<file path="src/sb2d_pkg.sv">
// Package for the signed binary to decimal ASCII core.
// Holds widths, ASCII codes and the shift-add-3 step function. No dependencies.
package sb2d_pkg;

   localparam int unsigned ValueWidth    = 64;
   localparam int unsigned NumDigits     = 20;
   localparam int unsigned BcdWidth      = 4 * NumDigits;
   localparam int unsigned DdWidth       = BcdWidth + ValueWidth;
   localparam int unsigned StepsPerStage = 8;
   localparam int unsigned NumDdStages   = ValueWidth / StepsPerStage;
   localparam int unsigned PosWidth      = $clog2(NumDigits);
   localparam int unsigned CharWidth     = 6;

   localparam logic [CharWidth-1:0] AsciiZero  = 6'd48;
   localparam logic [CharWidth-1:0] AsciiMinus = 6'd45;

   typedef logic [DdWidth-1:0]  dd_type;
   typedef logic [BcdWidth-1:0] bcd_type;
   typedef logic [PosWidth-1:0] pos_type;

   // Eight double-dabble steps: adjust every digit >= 5, then shift left by one.
   function automatic dd_type dd_steps(input dd_type din);
      dd_type d;
      d = din;
      for (int s = 0; s < StepsPerStage; s++) begin
         for (int n = 0; n < NumDigits; n++) begin
            if (d[ValueWidth + 4*n +: 4] >= 4'd5) begin
               d[ValueWidth + 4*n +: 4] = d[ValueWidth + 4*n +: 4] + 4'd3;
            end
         end
         d = {d[DdWidth-2:0], 1'b0};
      end
      return d;
   endfunction

endpackage

</file>
<file path="src/signed_binary_to_decimal_ascii_core.sv">
// Signed 64-bit integer to decimal ASCII text, one character per output word.
// Pipeline of 10 stages, followed by the character serializer.
// Throughput: one character per cycle while rsp_ready is high; a number gives 1 to 20
// characters. Pipeline takes a word every cycle when not stalled.
// Reset: synchronous, active high; clears stage valid bits and the serializer busy and sign flags.
// Depends on sb2d_pkg.
module signed_binary_to_decimal_ascii_core (
   input  logic                               clock,
   input  logic                               reset,
   input  logic                               req_valid,
   output logic                               req_ready,
   input  logic signed [sb2d_pkg::ValueWidth-1:0] req_value,
   output logic                               rsp_valid,
   input  logic                               rsp_ready,
   output logic [sb2d_pkg::CharWidth-1:0]     rsp_character,
   output logic                               rsp_last
);
   import sb2d_pkg::*;

   localparam int unsigned LastStage = NumDdStages + 1; // digit-count stage

   // Pipeline: stage 0 forms magnitude, stages 1..8 run 8 dabble steps each,
   // stage 9 finds the top significant digit.
   logic   v_ff   [0:LastStage];
   logic   v_in   [0:LastStage];
   logic   neg_ff [0:LastStage];
   dd_type dd_ff  [0:NumDdStages];
   logic   take   [0:LastStage];
   bcd_type bcd9_ff;
   pos_type top9_ff;
   pos_type top_in;

   // Serializer registers
   logic    busy_ff, busy_in;
   logic    sign_ff, sign_in;
   pos_type pos_ff, pos_in;
   bcd_type bcd_ff, bcd_in;
   logic    ser_ready;
   logic    rsp_fire;

   assign rsp_fire  = rsp_valid && rsp_ready;
   assign ser_ready = !busy_ff || (rsp_fire && rsp_last);

   // Elastic stall chain: a stage loads when empty or when its word moves on.
   always_comb begin
      take[LastStage] = !v_ff[LastStage] || ser_ready;
      for (int i = LastStage - 1; i >= 0; i--) begin
         take[i] = !v_ff[i] || take[i+1];
      end
      v_in[0] = take[0] ? req_valid : v_ff[0];
      for (int i = 1; i <= LastStage; i++) begin
         v_in[i] = take[i] ? v_ff[i-1] : v_ff[i];
      end
   end

   assign req_ready = take[0];

   always_ff @(posedge clock) begin
      if (reset) begin
         for (int i = 0; i <= LastStage; i++) v_ff[i] <= 1'b0;
      end else begin
         for (int i = 0; i <= LastStage; i++) v_ff[i] <= v_in[i];
      end
   end

   // Highest nonzero digit of the final BCD word (zero gives digit 0).
   always_comb begin
      top_in = '0;
      for (int n = 0; n < NumDigits; n++) begin
         if (dd_ff[NumDdStages][ValueWidth + 4*n +: 4] != 4'd0) top_in = pos_type'(n);
      end
   end

   always_ff @(posedge clock) begin
      if (take[0]) begin
         neg_ff[0] <= req_value[ValueWidth-1];
         dd_ff[0]  <= {{BcdWidth{1'b0}},
                       req_value[ValueWidth-1] ? (ValueWidth'(0) - req_value) : req_value};
      end
      for (int i = 1; i <= NumDdStages; i++) begin
         if (take[i]) begin
            neg_ff[i] <= neg_ff[i-1];
            dd_ff[i]  <= dd_steps(dd_ff[i-1]);
         end
      end
      if (take[LastStage]) begin
         neg_ff[LastStage] <= neg_ff[NumDdStages];
         bcd9_ff           <= dd_ff[NumDdStages][DdWidth-1:ValueWidth];
         top9_ff           <= top_in;
      end
   end

   // Serializer: sign first, then digits from the top one down to digit 0.
   always_comb begin
      busy_in = busy_ff;
      sign_in = sign_ff;
      pos_in  = pos_ff;
      bcd_in  = bcd_ff;
      if (rsp_fire) begin
         if (sign_ff)               sign_in = 1'b0;
         else if (pos_ff == '0)     busy_in = 1'b0;
         else                       pos_in  = pos_ff - pos_type'(1);
      end
      if (ser_ready && v_ff[LastStage]) begin
         busy_in = 1'b1;
         sign_in = neg_ff[LastStage];
         pos_in  = top9_ff;
         bcd_in  = bcd9_ff;
      end
   end

   always_ff @(posedge clock) begin
      if (reset) begin
         busy_ff <= 1'b0;
         sign_ff <= 1'b0;
      end else begin
         busy_ff <= busy_in;
         sign_ff <= sign_in;
      end
      pos_ff <= pos_in;
      bcd_ff <= bcd_in;
   end

   assign rsp_valid     = busy_ff;
   assign rsp_character = sign_ff ? AsciiMinus
                                  : AsciiZero + {2'b00, bcd_ff[4*pos_ff +: 4]};
   assign rsp_last      = !sign_ff && (pos_ff == '0);

endmodule

</file>
<file path="config.mk">
export PLATFORM = sky130hd
export DESIGN_NAME = signed_binary_to_decimal_ascii_core
export DESIGN_NICKNAME = d
export VERILOG_FILES = /design/src/sb2d_pkg.sv /design/src/signed_binary_to_decimal_ascii_core.sv
export SDC_FILE = /design/constraint.sdc
export NUM_CORES = 2
export LEC_CHECK = 0
export BUFFER_PORTS_ARGS = -buffer_cell sky130_fd_sc_hd__buf_2
export CORE_MARGIN = 2
export CORE_UTILIZATION = 50
export DETAILED_ROUTE_END_ITERATION = 8
export PLACE_DENSITY = 0.65
export SLEW_MARGIN = 20
export SYNTH_ARGS = -nofsm -noshare
export SYNTH_HDL_FRONTEND = slang
export SYNTH_SLANG_ARGS = --single-unit
</file>
<file path="constraint.sdc">
create_clock -name clock -period 10.46 [get_ports clock]
set_input_delay 1.569 -clock clock [delete_from_list [all_inputs] [get_ports clock]]
set_output_delay 1.569 -clock clock [all_outputs]
set_load 0.03 [all_outputs]
</file>
=== Word level (Yosys, flattened, before mapping) ===
Memories as Yosys holds them, arrays and structs flattened.
Cells that the tools add are included.
Widths: inputs -> output; s select.

* Bits in registers: 172
* RAM bits: 1,316
* Input bits: 68
* Memories: 3

* Add/sub/neg operators: 1,283
* $lt $le $gt $ge: 1,280
* Equality and inequality tests: 2
* Shift operators: 1
* Multiplexer cells: 2,633
* Bitwise logic cells: 10
* Reductions and logical operators: 53

{| class="wikitable"
|+ Memory list
! name !! depth !! bits a word !! read ports !! clocked after memory_dff !! write ports !! RTL line !! text
|-
| dd_ff || 9 || 144 || 9 || 0 || 9 || signed_binary_to_decimal_ascii_core.sv:27 || <nowiki>dd_type dd_ff [0:NumDdStages];</nowiki>
|-
| neg_ff || 10 || 1 || 10 || 0 || 10 || signed_binary_to_decimal_ascii_core.sv:26 || <nowiki>logic neg_ff [0:LastStage];</nowiki>
|-
| v_ff || 10 || 1 || 10 || 0 || 10 || signed_binary_to_decimal_ascii_core.sv:24 || <nowiki>logic v_ff [0:LastStage];</nowiki>
|}

{| class="wikitable"
|+ Operators with widths
! operator !! count
|-
| $mux 4 || 2,432
|-
| $ge 4x3->1 const B || 1,280
|-
| $add 4x2->4 const B || 1,216
|-
| $mux 3 || 128
|-
| $add 3x2->3 const B || 64
|-
| $mux 5 || 18
|-
| $shiftx 80x8->4 || 1
|-
| $reduce_bool 4->1 || 19
|-
| $mux 64 || 1
|-
| $sub 1x64->64 const A || 1
|-
| $mux 1 || 51
|-
| $logic_not 1->1 || 12
|-
| $logic_or 1x1->1 || 11
|-
| $or 1x1->1 || 10
|-
| $add 5x5->6 const A || 1
|-
| $mux 6 || 1
|-
| $reduce_and 3->1 || 2
|-
| $logic_not 5->1 || 1
|-
| $sub 5x1->5 const B || 1
|-
| $logic_and 1x1->1 || 4
|-
| $mux 2 || 2
|-
| $ne 2x1->1 const B || 2
|-
| $reduce_bool 2->1 || 2
|-
| $reduce_or 4->1 || 1
|-
| $reduce_or 2->1 || 1
|}

=== Depth between registers and ports, before layout ===
* Word-level depth: 35
* Gate-level depth with buffers: 39

=== Worst setup path before layout ===
No wires, ideal clock.

* Path type: register to output
* Start: reg pos_ff[0]
* End: out req_ready
* Arrival: 7.544 ns
* Required time: 8.891 ns
* Setup slack: 1.347 ns
* Stages on the path, launching flop included: 15
* Path buffers: 3
* Cells stage by stage: edfxtp_1 > clkbuf_1 > clkbuf_1 > clkbuf_1 > inv_1 > ha_1 > nand2_1 > nor3_1 > a21boi_0 > and3_1 > and3_1 > and2_1 > nand3_1 > nor2_1 > nand3_1

{| class="wikitable"
|+ RTL lines
! element !! RTL line !! text
|-
| start: declaration || signed_binary_to_decimal_ascii_core.sv:36 || <nowiki>pos_type pos_ff, pos_in;</nowiki>
|-
| start signal: assignment || signed_binary_to_decimal_ascii_core.sv:120 || <nowiki>pos_ff <= pos_in;</nowiki>
|-
| end: declaration || signed_binary_to_decimal_ascii_core.sv:11 || <nowiki>output logic req_ready,</nowiki>
|}

==> impl_metrics.json <==
{
  "place.detailed.hpwl_um": 177000,
  "critical_path.slowest_cell": "sky130_fd_sc_hd__a31oi_1",
  "ioPinCount": 77,
  "finClkSkew_ns": 0.0609,
  "max_stage_delay_ns": 0.73,
  "synth-edff-count": 842,
  "timing.final.setup_violations": 0,
  "tritoncts": "done",
  "core_area_sq_um": 204000,
  "netlist_top_cells_area": "sky130_fd_sc_hd__edfxtp_1, sky130_fd_sc_hd__ha_1, sky130_fd_sc_hd__a21oi_1, sky130_fd_sc_hd__o21ai_0, sky130_fd_sc_hd__nor2_1",
  "clk_pin_slew_worst_paths_ns": 0.06,
  "root_buffer_cell": "sky130_fd_sc_hd__clkbuf_16",
  "pin_count_of_the_biggest_net_entering_global_routing": 87,
  "dominantRegCellSynth": "sky130_fd_sc_hd__edfxtp_1",
  "firstDrtPassIters": 9,
  "report.final.hold_viol_count": 0,
  "clkSinkCount": 854,
  "status": "finished clean",
  "synth_seq_cells": 854,
  "nets": 13053,
  "clkLatencyLatePin_ns": 0.78,
  "final_common_cell": "sky130_fd_sc_hd__nor2_1",
  "grt_util_all_layers": 0.209,
  "syn-cell-area_sq_um": 103000,
  "synth-async-reset-ratio": 0,
  "worst_path_max_fanout": 16,
  "antenna_violations_before_repair": 7,
  "max-cap-violations": 0,
  "final_period_minus_worst_setup_slack_ns": 8.46,
  "synth.yosys.warnings": 0,
  "die_h_um": 457,
  "critical-path-top-cell-by-count": "sky130_fd_sc_hd__ha_1",
  "buffer_ports.inserted": 75,
  "area_of_combinational_cells_with_multiple_inputs_sq_um": 72700,
  "fp.dieW_um": 457,
  "max_slew.worst_pin.slew_ns": 1.10,
  "cts_resized": 0,
  "detail_route.wirelength_um": 230000,
  "final_antenna_net_count": 0,
  "layout.area.seq_sq_um": 25500,
  "yosysTopAreaCell": "sky130_fd_sc_hd__edfxtp_1",
  "min_path_type": "flip-flop to flip-flop",
  "total_cts_buffers": 98,
  "layout_fillers": 18537,
  "drive_above_1_share": 0.101,
  "detailroute.via_count": 92612,
  "layout.cells.non_filler": 15190,
  "clock_tree.htree_level_count": 3,
  "areaGrowthSynthToFinish_pct": 5.95,
  "post_cts_setup_repair_bufs": 0,
  "worstPathArrival_ns": 9.04,
  "initial_core_util": 0.502,
  "drtIter0Drc": 5676,
  "detail_route.drc_violations": 0,
  "grt_first_pass_wirelength_um": 387000,
  "final_cell_mix": "sky130_fd_sc_hd__nor2_1, sky130_fd_sc_hd__nand2_1, sky130_fd_sc_hd__a21oi_1, sky130_fd_sc_hd__o21ai_0, sky130_fd_sc_hd__edfxtp_1",
  "design.die.area_sq_um": 209000,
  "place_congestion": 0.853,
  "grt_pass1_vias": 86398,
  "grt_setup_unrepaired": "no",
  "endpoint_kind": "flip-flop",
  "global_route.overflow_total": 0,
  "dp.cells": 15009,
  "netlist_instances": 12511,
  "clock_tree.buffer_depth": 3,
  "maxClockFrequency_mhz": 118,
  "drt-vias-per-instance": 6.10,
  "max_slew_margin": 0.269,
  "finalCritPeriodShare": 0.809,
  "worstSetupPathType": "flip-flop to flip-flop",
  "syn-num-nets": 13142,
  "routedWlPerCell_um": 15.1,
  "fin_tns_setup_ns": 0,
  "sequential_to_total_area_share_from_yosys_stat": 0.249,
  "worst_setup_sp_type": "flip-flop",
  "hold_slack_ns": 0.398,
  "timing.final.max_slew_violations": 0,
  "cts-hold-fix-buffers": 0,
  "core.rowCount": 166,
  "synth.distinct_cells": 160,
  "syn-mean-instance-area_sq_um": 8.20,
  "cp_data_required_time_ns": 11.04,
  "area_share_of_the_largest_cell_type_after_synthesis": 0.247
}
==> area by class of cell <==
type                    count  area share
well taps                2688      0.0310
multi-input cells       10508       0.669
clock buffers             119      0.0239
repair buffers            101     0.00523
diodes                      4   0.0000921
inverters                 859      0.0297
flip-flops and latches    854       0.235
clock inverters            57     0.00625
==> state kept, by name (all words and copies together), names as in the netlist <==
signal     flops
dd_ff        662
bcd_ff        80
rsp_valid      1
v_ff          10
bcd9_ff       80
top9_ff        5
pos_ff         5
sign_ff        1
neg_ff        10
==> cells by family after synthesis <==
| kind of cell | after synthesis | synth area share |
|---|---|---|
| buf+inv | 1149 | 0.0435 |
| simple gates | 3982 | 0.191 |
| fa+ha+maj | 597 | 0.0720 |
| mux | 618 | 0.0670 |
| other cells | 1 | 0.0000366 |
| flops | 854 | 0.249 |
| compound gates | 4648 | 0.312 |
| xor+xnor | 662 | 0.0650 |
==> synthesized netlist by cell type, drive strengths merged (42+ instances only) <==
master	count
nor4	78
nand2b	285
and2	189
xor2	152
nor3	320
a21o	188
nor2	1082
inv	854
a31o	68
o32ai	63
o211a	45
a221oi	49
a211o	77
clkbuf	202
nand3	298
o31ai	131
buf	88
mux2	238
a22oi	85
ha	563
a21oi	1061
xnor2	508
a31oi	256
and3	81
o22ai	139
or3	67
o221ai	55
edfxtp	842
or4	42
a21boi	66
o21a	189
nor3b	124
o21ai	1108
a211oi	237
o21bai	93
o211ai	242
mux2i	356
or2	152
nor2b	138
nand2	988
==> worst max-delay path, delay by kind of cell, from the launching register on <==
family	cells	cell delay (ns)
multiplexers	1	0.21
XOR/XNOR	1	0.63
AO/OA/AOI/OAI	13	3.13
adder cells (fa/ha/maj)	6	1.59
buffers and inverters	4	0.50
flip-flops	1	0.51
AND/OR/NAND/NOR	8	1.72
==> path summary, 6_finish.rpt <==
| kind | start | end | slack [ns] | depth (start not counted) |
|---|---|---|---|---|
| max | dd_ff[0][660] | dd_ff[0][814] | 2.00 | 33 |
| min | dd_ff[0][316] | dd_ff[0][468] | 0.40 | 0 |
| max reg2reg | dd_ff[0][660] | dd_ff[0][814] | 2.00 | 33 |
| min reg2reg | dd_ff[0][316] | dd_ff[0][468] | 0.40 | 0 |
==> routing by layer <==
metal,vias up,global-route usage,share of wire
met5,-,0,0.000057
met4,2,0.0587,0.026
met3,321,0.0210,0.029
met2,1497,0.401,0.52
met1,43591,0.242,0.43
li1,47201,-,-
==> metrics by stage <==
stage | setup slack (ns) | utilization | instance area [sq um]
detailed placement | 2.14 | 0.516 | 105000
global placement | 2.10 | 0.516 | 105000
global route | 1.16 | 0.532 | 109000
floorplan | 1.35 | - | 103000
finish | 2.00 | 0.532 | 109000
CTS | 2.08 | 0.532 | 109000
Power is not shown: default switching activity piles up to over one toggle a cycle in this logic, so the estimate is an artifact.
